$ cat src/design/cmla_pkg.sv
`timescale 1ns / 1ps
// Package for the conflict-mask lease arbiter: item types, codes, reset values.
// No dependencies; used by every module of the block.
package cmla_pkg;

    localparam int NUM_RES  = 7;
    localparam int RES_W    = 3;
    localparam int TICKET_W = 32;
    localparam int STATUS_W = 2;

    localparam logic [RES_W-1:0] NONE_CODE = RES_W'(NUM_RES);

    localparam logic CMD_ACQUIRE = 1'b0;
    localparam logic CMD_RELEASE = 1'b1;

    localparam logic [STATUS_W-1:0] ST_GRANTED  = 2'd0;
    localparam logic [STATUS_W-1:0] ST_DENIED   = 2'd1;
    localparam logic [STATUS_W-1:0] ST_RELEASED = 2'd2;
    localparam logic [STATUS_W-1:0] ST_MISMATCH = 2'd3;

    localparam logic [NUM_RES-1:0] BLOCKER_RESET [NUM_RES] = '{
        7'd63, 7'd63, 7'd63, 7'd63, 7'd127, 7'd127, 7'd112
    };

    typedef struct packed {
        logic                cmd;
        logic [RES_W-1:0]    resource;
        logic [TICKET_W-1:0] ticket;
    } in_item_t;

    typedef struct packed {
        logic [STATUS_W-1:0] status;
        logic [TICKET_W-1:0] granted_ticket;
        logic [RES_W-1:0]    blocking_resource;
        logic [NUM_RES-1:0]  held_now;
    } out_item_t;

    typedef enum logic [0:0] {
        ST_IDLE,
        ST_EXEC
    } ctl_state_t;

    // Controller to datapath commands
    typedef struct packed {
        logic load_req;
        logic commit;
    } dp_cmd_t;

endpackage

$ cat src/design/cmla_ctrl.sv
`timescale 1ns / 1ps
// Controller for the conflict-mask lease arbiter: input/output handshake FSM.
// Depends on cmla_pkg.
module cmla_ctrl (
    input  logic              clk,
    input  logic              rst_n,
    input  logic              in_valid,
    output logic              in_ready,
    output logic              out_valid,
    input  logic              out_ready,
    output cmla_pkg::dp_cmd_t dp_cmd
);

    cmla_pkg::ctl_state_t state_reg;
    cmla_pkg::ctl_state_t state_next;
    logic                 out_valid_reg;
    logic                 out_valid_next;

    always_ff @(posedge clk or negedge rst_n)
    begin
        if (!rst_n)
        begin
            state_reg     <= cmla_pkg::ST_IDLE;
            out_valid_reg <= 1'b0;
        end
        else
        begin
            state_reg     <= state_next;
            out_valid_reg <= out_valid_next;
        end
    end

    always_comb
    begin
        state_next        = state_reg;
        out_valid_next    = out_valid_reg;
        in_ready          = 1'b0;
        dp_cmd.load_req   = 1'b0;
        dp_cmd.commit     = 1'b0;

        // result taken this cycle
        if (out_valid_reg && out_ready)
        begin
            out_valid_next = 1'b0;
        end

        unique case (state_reg)
            cmla_pkg::ST_IDLE:
            begin
                in_ready = 1'b1;
                if (in_valid)
                begin
                    dp_cmd.load_req = 1'b1;
                    state_next      = cmla_pkg::ST_EXEC;
                end
            end
            cmla_pkg::ST_EXEC:
            begin
                // output register free or draining this cycle
                if (!out_valid_reg || out_ready)
                begin
                    dp_cmd.commit  = 1'b1;
                    out_valid_next = 1'b1;
                    state_next     = cmla_pkg::ST_IDLE;
                end
            end
            default:
            begin
                state_next = cmla_pkg::ST_IDLE;
            end
        endcase
    end

    assign out_valid = out_valid_reg;

    // A commit never overwrites a result that is still waiting
    assert property (@(posedge clk) disable iff (!rst_n)
        dp_cmd.commit |-> (!out_valid_reg || out_ready))
        else $error("commit over pending result");

    // Every accepted item is followed by a commit cycle before the next accept
    assert property (@(posedge clk) disable iff (!rst_n)
        dp_cmd.load_req |=> !in_ready)
        else $error("second item accepted before commit");

    // A commit always leaves a valid result behind
    assert property (@(posedge clk) disable iff (!rst_n)
        dp_cmd.commit |=> out_valid)
        else $error("commit produced no result");

endmodule

$ cat src/design/cmla_dpath.sv
`timescale 1ns / 1ps
// Datapath for the conflict-mask lease arbiter: blocker registers, held mask,
// lease store, ticket counter and the result register. Depends on cmla_pkg.
module cmla_dpath (
    input  logic                            clk,
    input  logic                            rst_n,
    input  logic                            cfg_we,
    input  logic [cmla_pkg::RES_W-1:0]      cfg_index,
    input  logic [cmla_pkg::NUM_RES-1:0]    cfg_data,
    input  cmla_pkg::in_item_t              in_data,
    input  cmla_pkg::dp_cmd_t               dp_cmd,
    output cmla_pkg::out_item_t             out_data
);

    logic [cmla_pkg::NUM_RES-1:0]  blockers_reg [cmla_pkg::NUM_RES];
    logic [cmla_pkg::NUM_RES-1:0]  held_reg;
    logic [cmla_pkg::NUM_RES-1:0]  held_next;
    logic [cmla_pkg::TICKET_W-1:0] lease_reg [cmla_pkg::NUM_RES];
    logic [cmla_pkg::TICKET_W-1:0] counter_reg;
    logic [cmla_pkg::TICKET_W-1:0] counter_next;
    cmla_pkg::in_item_t            req_reg;
    cmla_pkg::out_item_t           out_reg;
    cmla_pkg::out_item_t           out_next;

    logic                          in_range;
    logic [cmla_pkg::RES_W-1:0]    res_idx;
    logic [cmla_pkg::NUM_RES-1:0]  conflicts;
    logic [cmla_pkg::RES_W-1:0]    lowest;
    logic                          grant;
    logic                          release_ok;

    // Blocker masks
    always_ff @(posedge clk or negedge rst_n)
    begin
        if (!rst_n)
        begin
            for (int i = 0; i < cmla_pkg::NUM_RES; i++)
            begin
                blockers_reg[i] <= cmla_pkg::BLOCKER_RESET[i];
            end
        end
        else if (cfg_we && (cfg_index < cmla_pkg::NONE_CODE))
        begin
            blockers_reg[cfg_index] <= cfg_data;
        end
    end

    // Request and result registers (payload, no reset)
    always_ff @(posedge clk)
    begin
        if (dp_cmd.load_req)
        begin
            req_reg <= in_data;
        end
        if (dp_cmd.commit)
        begin
            out_reg <= out_next;
        end
    end

    // Lease store: only read where the held bit is set, so no reset needed
    always_ff @(posedge clk)
    begin
        if (dp_cmd.commit && grant)
        begin
            lease_reg[res_idx] <= counter_reg;
        end
        else if (dp_cmd.commit && release_ok)
        begin
            lease_reg[res_idx] <= '0;
        end
    end

    always_ff @(posedge clk or negedge rst_n)
    begin
        if (!rst_n)
        begin
            held_reg    <= '0;
            counter_reg <= cmla_pkg::TICKET_W'(1);
        end
        else if (dp_cmd.commit)
        begin
            held_reg    <= held_next;
            counter_reg <= counter_next;
        end
    end

    assign in_range  = (req_reg.resource < cmla_pkg::NONE_CODE);
    assign res_idx   = in_range ? req_reg.resource : '0;
    assign conflicts = held_reg & blockers_reg[res_idx];

    // lowest set bit of the conflict mask
    always_comb
    begin
        lowest = cmla_pkg::NONE_CODE;
        for (int i = cmla_pkg::NUM_RES - 1; i >= 0; i--)
        begin
            if (conflicts[i])
            begin
                lowest = cmla_pkg::RES_W'(i);
            end
        end
    end

    assign grant      = (req_reg.cmd == cmla_pkg::CMD_ACQUIRE) && in_range
                        && (conflicts == '0);
    assign release_ok = (req_reg.cmd == cmla_pkg::CMD_RELEASE) && in_range
                        && held_reg[res_idx] && (lease_reg[res_idx] == req_reg.ticket);

    // counter skips zero on wrap
    assign counter_next = !grant ? counter_reg
                        : (counter_reg == '1) ? cmla_pkg::TICKET_W'(1)
                        : counter_reg + cmla_pkg::TICKET_W'(1);

    always_comb
    begin
        held_next = held_reg;
        if (grant)
        begin
            held_next[res_idx] = 1'b1;
        end
        else if (release_ok)
        begin
            held_next[res_idx] = 1'b0;
        end
    end

    always_comb
    begin
        out_next.granted_ticket    = '0;
        out_next.blocking_resource = cmla_pkg::NONE_CODE;
        out_next.held_now          = held_next;
        if (req_reg.cmd == cmla_pkg::CMD_ACQUIRE)
        begin
            if (grant)
            begin
                out_next.status         = cmla_pkg::ST_GRANTED;
                out_next.granted_ticket = counter_reg;
            end
            else
            begin
                out_next.status = cmla_pkg::ST_DENIED;
                if (in_range)
                begin
                    out_next.blocking_resource = lowest;
                end
            end
        end
        else
        begin
            out_next.status = release_ok ? cmla_pkg::ST_RELEASED : cmla_pkg::ST_MISMATCH;
        end
    end

    assign out_data = out_reg;

    // The ticket counter never reaches zero
    assert property (@(posedge clk) disable iff (!rst_n)
        counter_reg != '0)
        else $error("ticket counter is zero");

    // A grant hands out a nonzero lease
    assert property (@(posedge clk) disable iff (!rst_n)
        (dp_cmd.commit && grant) |=> (out_data.granted_ticket != '0))
        else $error("zero lease granted");

    // Held mask and counter move only on a commit
    assert property (@(posedge clk) disable iff (!rst_n)
        !dp_cmd.commit |=> ($stable(held_reg) && $stable(counter_reg)))
        else $error("state changed without commit");

endmodule

$ cat src/design/conflict_mask_lease_arbiter.sv
`timescale 1ns / 1ps
// Conflict-mask lease arbiter top level: controller plus datapath.
// Depends on cmla_pkg, cmla_ctrl and cmla_dpath.
//
// Lock manager for seven resources. An acquire (cmd 0) is granted when no held
// resource lies in the requested resource's blocker mask; the grant sets the
// held bit and hands out a lease number from a 32-bit counter that starts at
// one and skips zero when it wraps. A denial reports the lowest blocking held
// resource (7 when the resource index itself is out of range). A release
// (cmd 1) frees the resource only if it is held and the presented lease
// matches; anything else is a release mismatch with no state change. Each
// result item carries the held mask after the step. An item is captured, then
// evaluated against the held mask and committed with the lease update; the
// commit waits while the output register holds an untaken result, but a new
// item is accepted while a finished result waits. Blocker masks are written
// through cfg_we/cfg_index/cfg_data (index 0..6, index 7 ignored) by the user
// only while the block is idle; the block does not enforce this. Reset values
// are 63, 63, 63, 63, 127, 127, 112. No clearing pass follows reset.
module conflict_mask_lease_arbiter (
    input  logic                         clk,
    input  logic                         rst_n,
    // configuration write port
    input  logic                         cfg_we,
    input  logic [cmla_pkg::RES_W-1:0]   cfg_index,
    input  logic [cmla_pkg::NUM_RES-1:0] cfg_data,
    // request channel
    input  logic                         in_valid,
    output logic                         in_ready,
    input  cmla_pkg::in_item_t           in_data,
    // result channel
    output logic                         out_valid,
    input  logic                         out_ready,
    output cmla_pkg::out_item_t          out_data
);

    cmla_pkg::dp_cmd_t dp_cmd;

    // Handshake sequencing: capture, then commit into the output register
    cmla_ctrl u_ctrl (
        .clk       (clk),
        .rst_n     (rst_n),
        .in_valid  (in_valid),
        .in_ready  (in_ready),
        .out_valid (out_valid),
        .out_ready (out_ready),
        .dp_cmd    (dp_cmd)
    );

    // Mask check, priority encode, lease store and counter
    cmla_dpath u_dpath (
        .clk       (clk),
        .rst_n     (rst_n),
        .cfg_we    (cfg_we),
        .cfg_index (cfg_index),
        .cfg_data  (cfg_data),
        .in_data   (in_data),
        .dp_cmd    (dp_cmd),
        .out_data  (out_data)
    );

endmodule

$ cat config.mk
export PLATFORM = sky130hd
export DESIGN_NAME = conflict_mask_lease_arbiter
export DESIGN_NICKNAME = d
export VERILOG_FILES = /design/src/design/cmla_pkg.sv /design/src/design/cmla_ctrl.sv /design/src/design/cmla_dpath.sv /design/src/design/conflict_mask_lease_arbiter.sv
export SDC_FILE = /design/constraint.sdc
export NUM_CORES = 1
export LEC_CHECK = 0
export BUFFER_PORTS_ARGS = -buffer_cell sky130_fd_sc_hd__buf_4
export CAP_MARGIN = 0
export CORE_MARGIN = 2
export CORE_UTILIZATION = 55
export DETAILED_ROUTE_END_ITERATION = 7
export GPL_TIMING_DRIVEN = 0
export MAX_ROUTING_LAYER = met4
export PLACE_DENSITY_LB_ADDON = 0.12
export SLEW_MARGIN = 0
export SYNTH_ARGS = -nofsm -noshare
export SYNTH_HDL_FRONTEND = slang
export SYNTH_SLANG_ARGS = --single-unit
$ cat constraint.sdc
create_clock -name clk -period 7 [get_ports clk]
set_input_delay 1.05 -clock clk [delete_from_list [all_inputs] [get_ports clk]]
set_output_delay 1.05 -clock clk [all_outputs]
set_load 0.005 [all_outputs]
==> flow_metrics.tcl, run 1 <==
set metrics [dict create \
    status "finished clean" \
    placed_cells 1687 \
    nFillCells 2220 \
    grt_max_degree 91 \
    ys_warn_count 0 \
    cts_tree "yes" \
    rows 64 \
    period_share_pct 82.3 \
    ys_seq_elements 394 \
    clockBufferDepth 3 \
    synth_top_area_share_pct 53.2 \
    crit_arrival_ns 6.00 \
    initial_utilization_pct 55.9 \
    area_growth_syn_to_layout_pct 16.4 \
    async_flop_share_pct 22.8 \
    startpoint "u_dpath.req_reg[32]$_DFFE_PP_" \
    hp-start "u_dpath.blockers_reg[1]$_DFFE_PN0P_" \
    post_cts_resized 0 \
    max_freq_mhz 174 \
    vias 11326 \
    ir_drop_mv 0.240 \
    drc 0 \
    path_cells "buf_2 > buf_2 > clkinv_1 > a22oi_1 > a21boi_0 > o211ai_1 > nor4_1 > or4b_1 > buf_2 > or3_1 > buf_4 > buf_6 > a21oi_4 > buf_16" \
    syn_inst 1188 \
    setup_violations 0 \
    yosysSeqAreaShare_pct 66.7 \
    leakagePower_nw 6.75 \
    clkLatencyLatePin_ns 0.54 \
    cp.depth 14 \
    overflow 0 \
    worstPathRequired_ns 7.24 \
    critical_path.top_delay_family "buffers and inverters" \
    port-buffer-count 94 \
    slew_viol_final 0 \
    cts_root_buf "clkbuf_16" \
    track_usage_pct 30.2 \
    gp_congestion 0.894 \
    top_level_ports 97 \
    die_x_um 181 \
    fp.dieArea_um2 32600 \
    synth-main-ff-cell "edfxtp_1" \
    p_total_mw 6.10 \
    cap_violations 0 \
    synth_edf_count 304 \
    r2r_cells 14 \
    wire_per_inst_um 27.2 \
    drt_iter0_drc 1431 \
    syn_area_per_cell_um2 14.4 \
    multi_input_area_um2 5350 \
    synth.distinct_cells 80 \
    drive_gt1_share_pct 27.9 \
    cts.reportedPaths.clkPinSlew_ns 0.06 \
    whs_path_depth 1 \
    min_path_type "register to register" \
    cts_inserted_buffers 42 \
    max_stage_delay_ns 0.80 \
    layoutNonFillerInstCount 1761 \
    skew_ns 0.0183 \
    timing.critical_path.buf_inv 7 \
    crit_path_max_fanout 20 \
    powerDensity_nw_per_um2 306 \
    yosysTopAreaCell "edfxtp_1" \
    cp_slowest_cell "a21oi_4" \
    dpl_cell_area_um2 18600 \
    ant_nets 0 \
    finalWirelength_um 48000 \
    htree_num_levels 2 \
    postCtsSetupBuffers 0 \
    fin_crit_ns 5.76 \
    layout_commonest_cell "edfxtp_1" \
    cts_hold_buf 0 \
    final_cell_mix "edfxtp_1 (304), mux2_2 (101), buf_4 (100)" \
    regArea_um2 11400 \
    layout.nets 1387 \
    grt_pass1_wl_um 71100 \
    whs_ns 0.502 \
    place_hpwl_um 31800 \
    clkSinkCount 394 \
    drtPass1Iterations 5 \
    design.core.area_um2 30700 \
    grt_pass1_vias 11059 \
    die_h_um 181 \
    startpoint_type "register" \
    synth_nets 1240 \
    crit_path_end_kind "register" \
    max_slew_margin_pct 9.43 \
    synth_area_leaders "edfxtp_1 (53%), dfrtp_1 (7.0%), mux2_2 (6.6%)" \
    critPathKind "register to register" \
    netlist_area_um2 17100 \
    hold_violations 0 \
    grt_antenna_before_repair 0 \
    crit_path_frequent_cell "buf_2" \
    rsz0062_at_grt "false" \
    worst_pin_slew_ns 1.36 \
    timing.rr.start "u_dpath.req_reg[32]$_DFFE_PP_" \
    fin_area_um2 20000 \
    largest_reg_flops 224 \
    vias_per_cell 6.43 \
    setup_tns_ns 0 \
]
==> path summary, 6_finish.rpt <==
kind                            slack (ns)                             endpoint
worst max-delay path                  1.24   u_dpath.lease_reg[0][11]$_DFFE_PP_
worst min-delay path                  0.50  u_dpath.blockers_reg[1]$_DFFE_PN0P_
worst max register to register        1.24   u_dpath.lease_reg[0][11]$_DFFE_PP_
worst min register to register        0.50  u_dpath.blockers_reg[1]$_DFFE_PN0P_
max in group asynchronous             5.53  u_dpath.counter_reg[16]$_DFFE_PN0P_
min in group asynchronous             0.75  u_dpath.blockers_reg[1]$_DFFE_PN0P_
==> layout make-up <==
| type | instances | area share [%] |
|---|---|---|
| clock buffer | 54 | 5.81 |
| antenna | 1 | 0.0125 |
| multi-input combinational | 709 | 26.8 |
| clock inverter | 19 | 1.01 |
| sequential | 394 | 57.3 |
| timing repair buffer | 103 | 4.45 |
| buffer | 69 | 1.87 |
| tap | 396 | 2.48 |
| inverter | 16 | 0.301 |
==> synth_stat cells (all sizes together) (5+ instances only) <==
| cell type | instances |
|---|---|
| edfxtp | 304 |
| mux2 | 102 |
| and2 | 68 |
| nand2 | 52 |
| o21ai | 51 |
| dfrtp | 48 |
| buf | 45 |
| dfstp | 42 |
| mux2i | 40 |
| o22ai | 35 |
| nor2 | 34 |
| o221ai | 31 |
| a21oi | 26 |
| clkbuf | 24 |
| nand2b | 19 |
| nor3 | 19 |
| xnor2 | 17 |
| xor2 | 16 |
| inv | 15 |
| nand3 | 15 |
| a22oi | 12 |
| nand4 | 11 |
| nor2b | 11 |
| o31ai | 10 |
| and4 | 9 |
| nor4 | 9 |
| and3 | 8 |
| and3b | 7 |
| o211ai | 7 |
| or2 | 7 |
| a21boi | 6 |
| nand3b | 6 |
| o2bb2ai | 6 |
| a211oi | 5 |
| a31oi | 5 |
| nand4b | 5 |
| o32ai | 5 |
==> power by group <==
part           leakage [nW]  total, mW  internal, mW  switching (mW)
combinational          2.60       1.01         0.390           0.619
sequential             3.49       2.87          2.77          0.0953
clock                 0.662       2.22          1.32           0.909
==> worst register-to-register path, delay by kind of cell (launching register included) <==
family                 cells  cell delay (ns)
flip-flops                 1             0.33
AND/OR/NAND/NOR            3             1.53
AO/OA/AOI/OAI              4             1.63
buffers and inverters      7             1.94
==> layer usage <==
metal  GRT usage, %  wire (µm)
met5              -          0
met4           9.06       1410
met3           5.48       4650
met2           45.6      22300
met1           42.4      19700
==> cell families (layout without fill, tap and decap cells) <==
kind of cell | Yosys count | count (layout) | synth area share (%)
other | 0 | 1 | 0
multiplexers | 146 | 146 | 9.56
XOR/XNOR | 33 | 33 | 1.69
flip-flops | 394 | 394 | 66.7
AND/OR/NAND/NOR | 293 | 293 | 9.80
adder cells (fa/ha/maj) | 1 | 1 | 0.0730
buffers and inverters | 85 | 261 | 2.53
AO/OA/AOI/OAI | 236 | 236 | 9.66
==> metrics by stage <==
step | worst slack, ns | utilization, %
4_1_cts | 1.30 | 65.1
2_1_floorplan | 1.94 | -
6_report | 1.24 | 65.1
5_1_grt | 1.05 | 65.1
3_5_place_dp | 1.33 | 60.6
3_3_place_gp | -0.863 | 59.8
Note: power is estimated with default switching activity, not from simulation.
==> run 2: changes to the inputs <==
==> constraint.sdc (replaced) <==
create_clock -name clk -period 5.6 [get_ports clk]
set_input_delay 0.84 -clock clk [delete_from_list [all_inputs] [get_ports clk]]
set_output_delay 0.84 -clock clk [all_outputs]
set_load 0.005 [all_outputs]
==> run 2 against run 1 <==
Via count is 0.53% higher. Clock skew is 0.0016 ns lower. Power is 25% higher. Combinational power is 25% higher. Critical endpoint is now u_dpath.lease_reg[0][12]$_DFFE_PP_.
==> flow_metrics.tcl, run 2 (synthesis gave the netlist of run 1 again) <==
set metrics [dict create \
    status "finished clean" \
    cts_inserted_buffers 42 \
    fin_area_um2 20000 \
    antennaDiodeCount 0 \
    layout_commonest_cell "edfxtp_1" \
    htree_num_levels 2 \
    startpoint_type "register" \
    worst_pin_slew_ns 1.41 \
    wire_per_inst_um 27.4 \
    period_share_pct 98.2 \
    rsz0062_at_grt "false" \
    area_growth_syn_to_layout_pct 16.7 \
    regArea_um2 11400 \
    cp_slowest_cell "a21oi_2" \
    place_hpwl_um 31800 \
    vias 11386 \
    layoutNonFillerInstCount 1763 \
    skew_ns 0.0167 \
    crit_path_max_fanout 11 \
    multi_input_area_um2 5350 \
    layout.nets 1390 \
    cap_violations 0 \
    path_cells "buf_2 > buf_2 > nand2_1 > nor2_1 > a21oi_1 > mux2i_1 > nor4_1 > or4b_1 > buf_2 > or3_1 > buf_4 > buf_6 > a21oi_2" \
    internal-power_mw 5.60 \
    cts_root_buf "clkbuf_16" \
    grt_antenna_before_repair 0 \
    grt_pass1_wl_um 71500 \
    p_total_mw 7.63 \
    combPwrFrac_pct 16.5 \
    top_level_ports 97 \
    ir_drop_mv 0.299 \
    powerDensity_nw_per_um2 381 \
    gp_congestion 0.894 \
    clkLatencyLatePin_ns 0.54 \
    dpl_cell_area_um2 18600 \
    port-buffer-count 94 \
    p_sw_share_pct 26.6 \
    slew_viol_final 0 \
    rows 64 \
    seqPwrFrac_pct 47.0 \
    drtPass1Iterations 7 \
    clkPwrFrac_pct 36.5 \
    track_usage_pct 30.5 \
    design.core.area_um2 30700 \
    crit_path_frequent_cell "buf_2" \
    nFillCells 2218 \
    crit_path_end_kind "register" \
    max_freq_mhz 182 \
    final_cell_mix "edfxtp_1 (304), buf_4 (101), mux2_2 (101)" \
    overflow 0 \
    clockBufferDepth 3 \
    leakagePower_nw 6.77 \
    crit_arrival_ns 5.65 \
    drive_gt1_share_pct 28.3 \
    worstPathRequired_ns 5.75 \
    timing.critical_path.buf_inv 5 \
    die_x_um 181 \
    critical_path.top_delay_family "simple AND/OR/NAND/NOR gates" \
    max_slew_margin_pct 6.11 \
    placed_cells 1687 \
    cts.reportedPaths.clkPinSlew_ns 0.06 \
    min_path_type "primary input to register" \
    fin_crit_ns 5.50 \
    ant_nets 0 \
    hold_violations 0 \
    finalWirelength_um 48300 \
    initial_utilization_pct 55.9 \
    grt_max_degree 91 \
    clkSinkCount 394 \
    cts_tree "yes" \
    p_switching_mw 2.03 \
    die_h_um 181 \
    max_stage_delay_ns 0.82 \
    critPathKind "register to register" \
    drc 0 \
    largest_reg_flops 224 \
    vias_per_cell 6.46 \
    grt_pass1_vias 11055 \
    r2r_setup_slack_ns 0.10 \
    drt_iter0_drc 1423 \
    fp.dieArea_um2 32600 \
    cts_hold_buf 0 \
    setup_violations 0 \
]
-- run 2: changes by cell type in the layout (fill, tap and decap cells not counted), sizes merged --
| cell | before | now |
|---|---|---|
| a21oi | 26 | 27 |
| buf | 148 | 150 |
| clkinv | 13 | 12 |
| clkinvlp | 2 | 3 |
| diode | 1 | 0 |
-- run 2: worst paths after layout --
check / end / startpoint / depth (start not counted)
hold reg to reg: u_dpath.blockers_reg[1]$_DFFE_PN0P_ / u_dpath.blockers_reg[1]$_DFFE_PN0P_ / 1
setup reg to reg: u_dpath.lease_reg[0][12]$_DFFE_PP_ / u_dpath.req_reg[32]$_DFFE_PP_ / 13
hold / removal: u_dpath.req_reg[26]$_DFFE_PP_ / in_data[26] / 1
max in group asynchronous: u_dpath.counter_reg[16]$_DFFE_PN0P_ / rst_n / 1
min in group asynchronous: u_dpath.blockers_reg[1]$_DFFE_PN0P_ / rst_n / 1
setup / recovery: u_dpath.lease_reg[0][12]$_DFFE_PP_ / u_dpath.req_reg[32]$_DFFE_PP_ / 13
-- run 2: stage by stage --
step | TNS [ns] | util (%) | hold WS (ns) | setup slack [ns]
after floorplan | 0 | - | 0.460 | 0.538
after global placement | -300.73 | 59.8 | 0.482 | -2.26
after detailed placement | -0.877 | 60.6 | 0.488 | -0.0689
after CTS | 0 | 65.1 | 0.466 | 0.0242
after global routing | 0 | 65.2 | 0.457 | 0.0580
final | 0 | 65.2 | 0.478 | 0.102
-- run 2: final cells by class --
| type | instances | share of cell area (%) |
|---|---|---|
| Sequential cell | 394 | 57.2 |
| Multi-Input combinational cell | 710 | 26.8 |
| Clock buffer | 54 | 5.80 |
| Timing Repair Buffer | 105 | 4.58 |
| Tap cell | 396 | 2.48 |
| Buffer | 69 | 1.88 |
| Clock inverter | 19 | 1.01 |
| Inverter | 16 | 0.319 |
-- run 2: power by group through the flow --
stage | logic (mW) | clock network (mW) | registers (mW)
6_report | 1.26 | 2.78 | 3.59
5_1_grt | 1.33 | 2.93 | 3.61
4_1_cts | 1.25 | 2.80 | 3.59
3_5_place_dp | 1.23 | 0 | 3.64
3_3_place_gp | 1.20 | 0 | 3.64
2_1_floorplan | 0.697 | 0 | 3.61
-- run 2: timing repair --
action,4_1_cts,5_1_grt
pin swaps,1,2
cloned,1,0
resized for setup,0,5
endpoints found under the setup margin,13,152
buffers inserted,0,2
-- run 2: layer usage --
| metal | wire length [µm] | global-route usage [%] | part of all wire [%] |
|---|---|---|---|
| met3 | 4480 | 5.25 | 9.3 |
| met4 | 1590 | 9.81 | 3.3 |
| met5 | 0 | - | 0 |
| met2 | 22300 | 45.7 | 46 |
| met1 | 19900 | 42.8 | 41 |
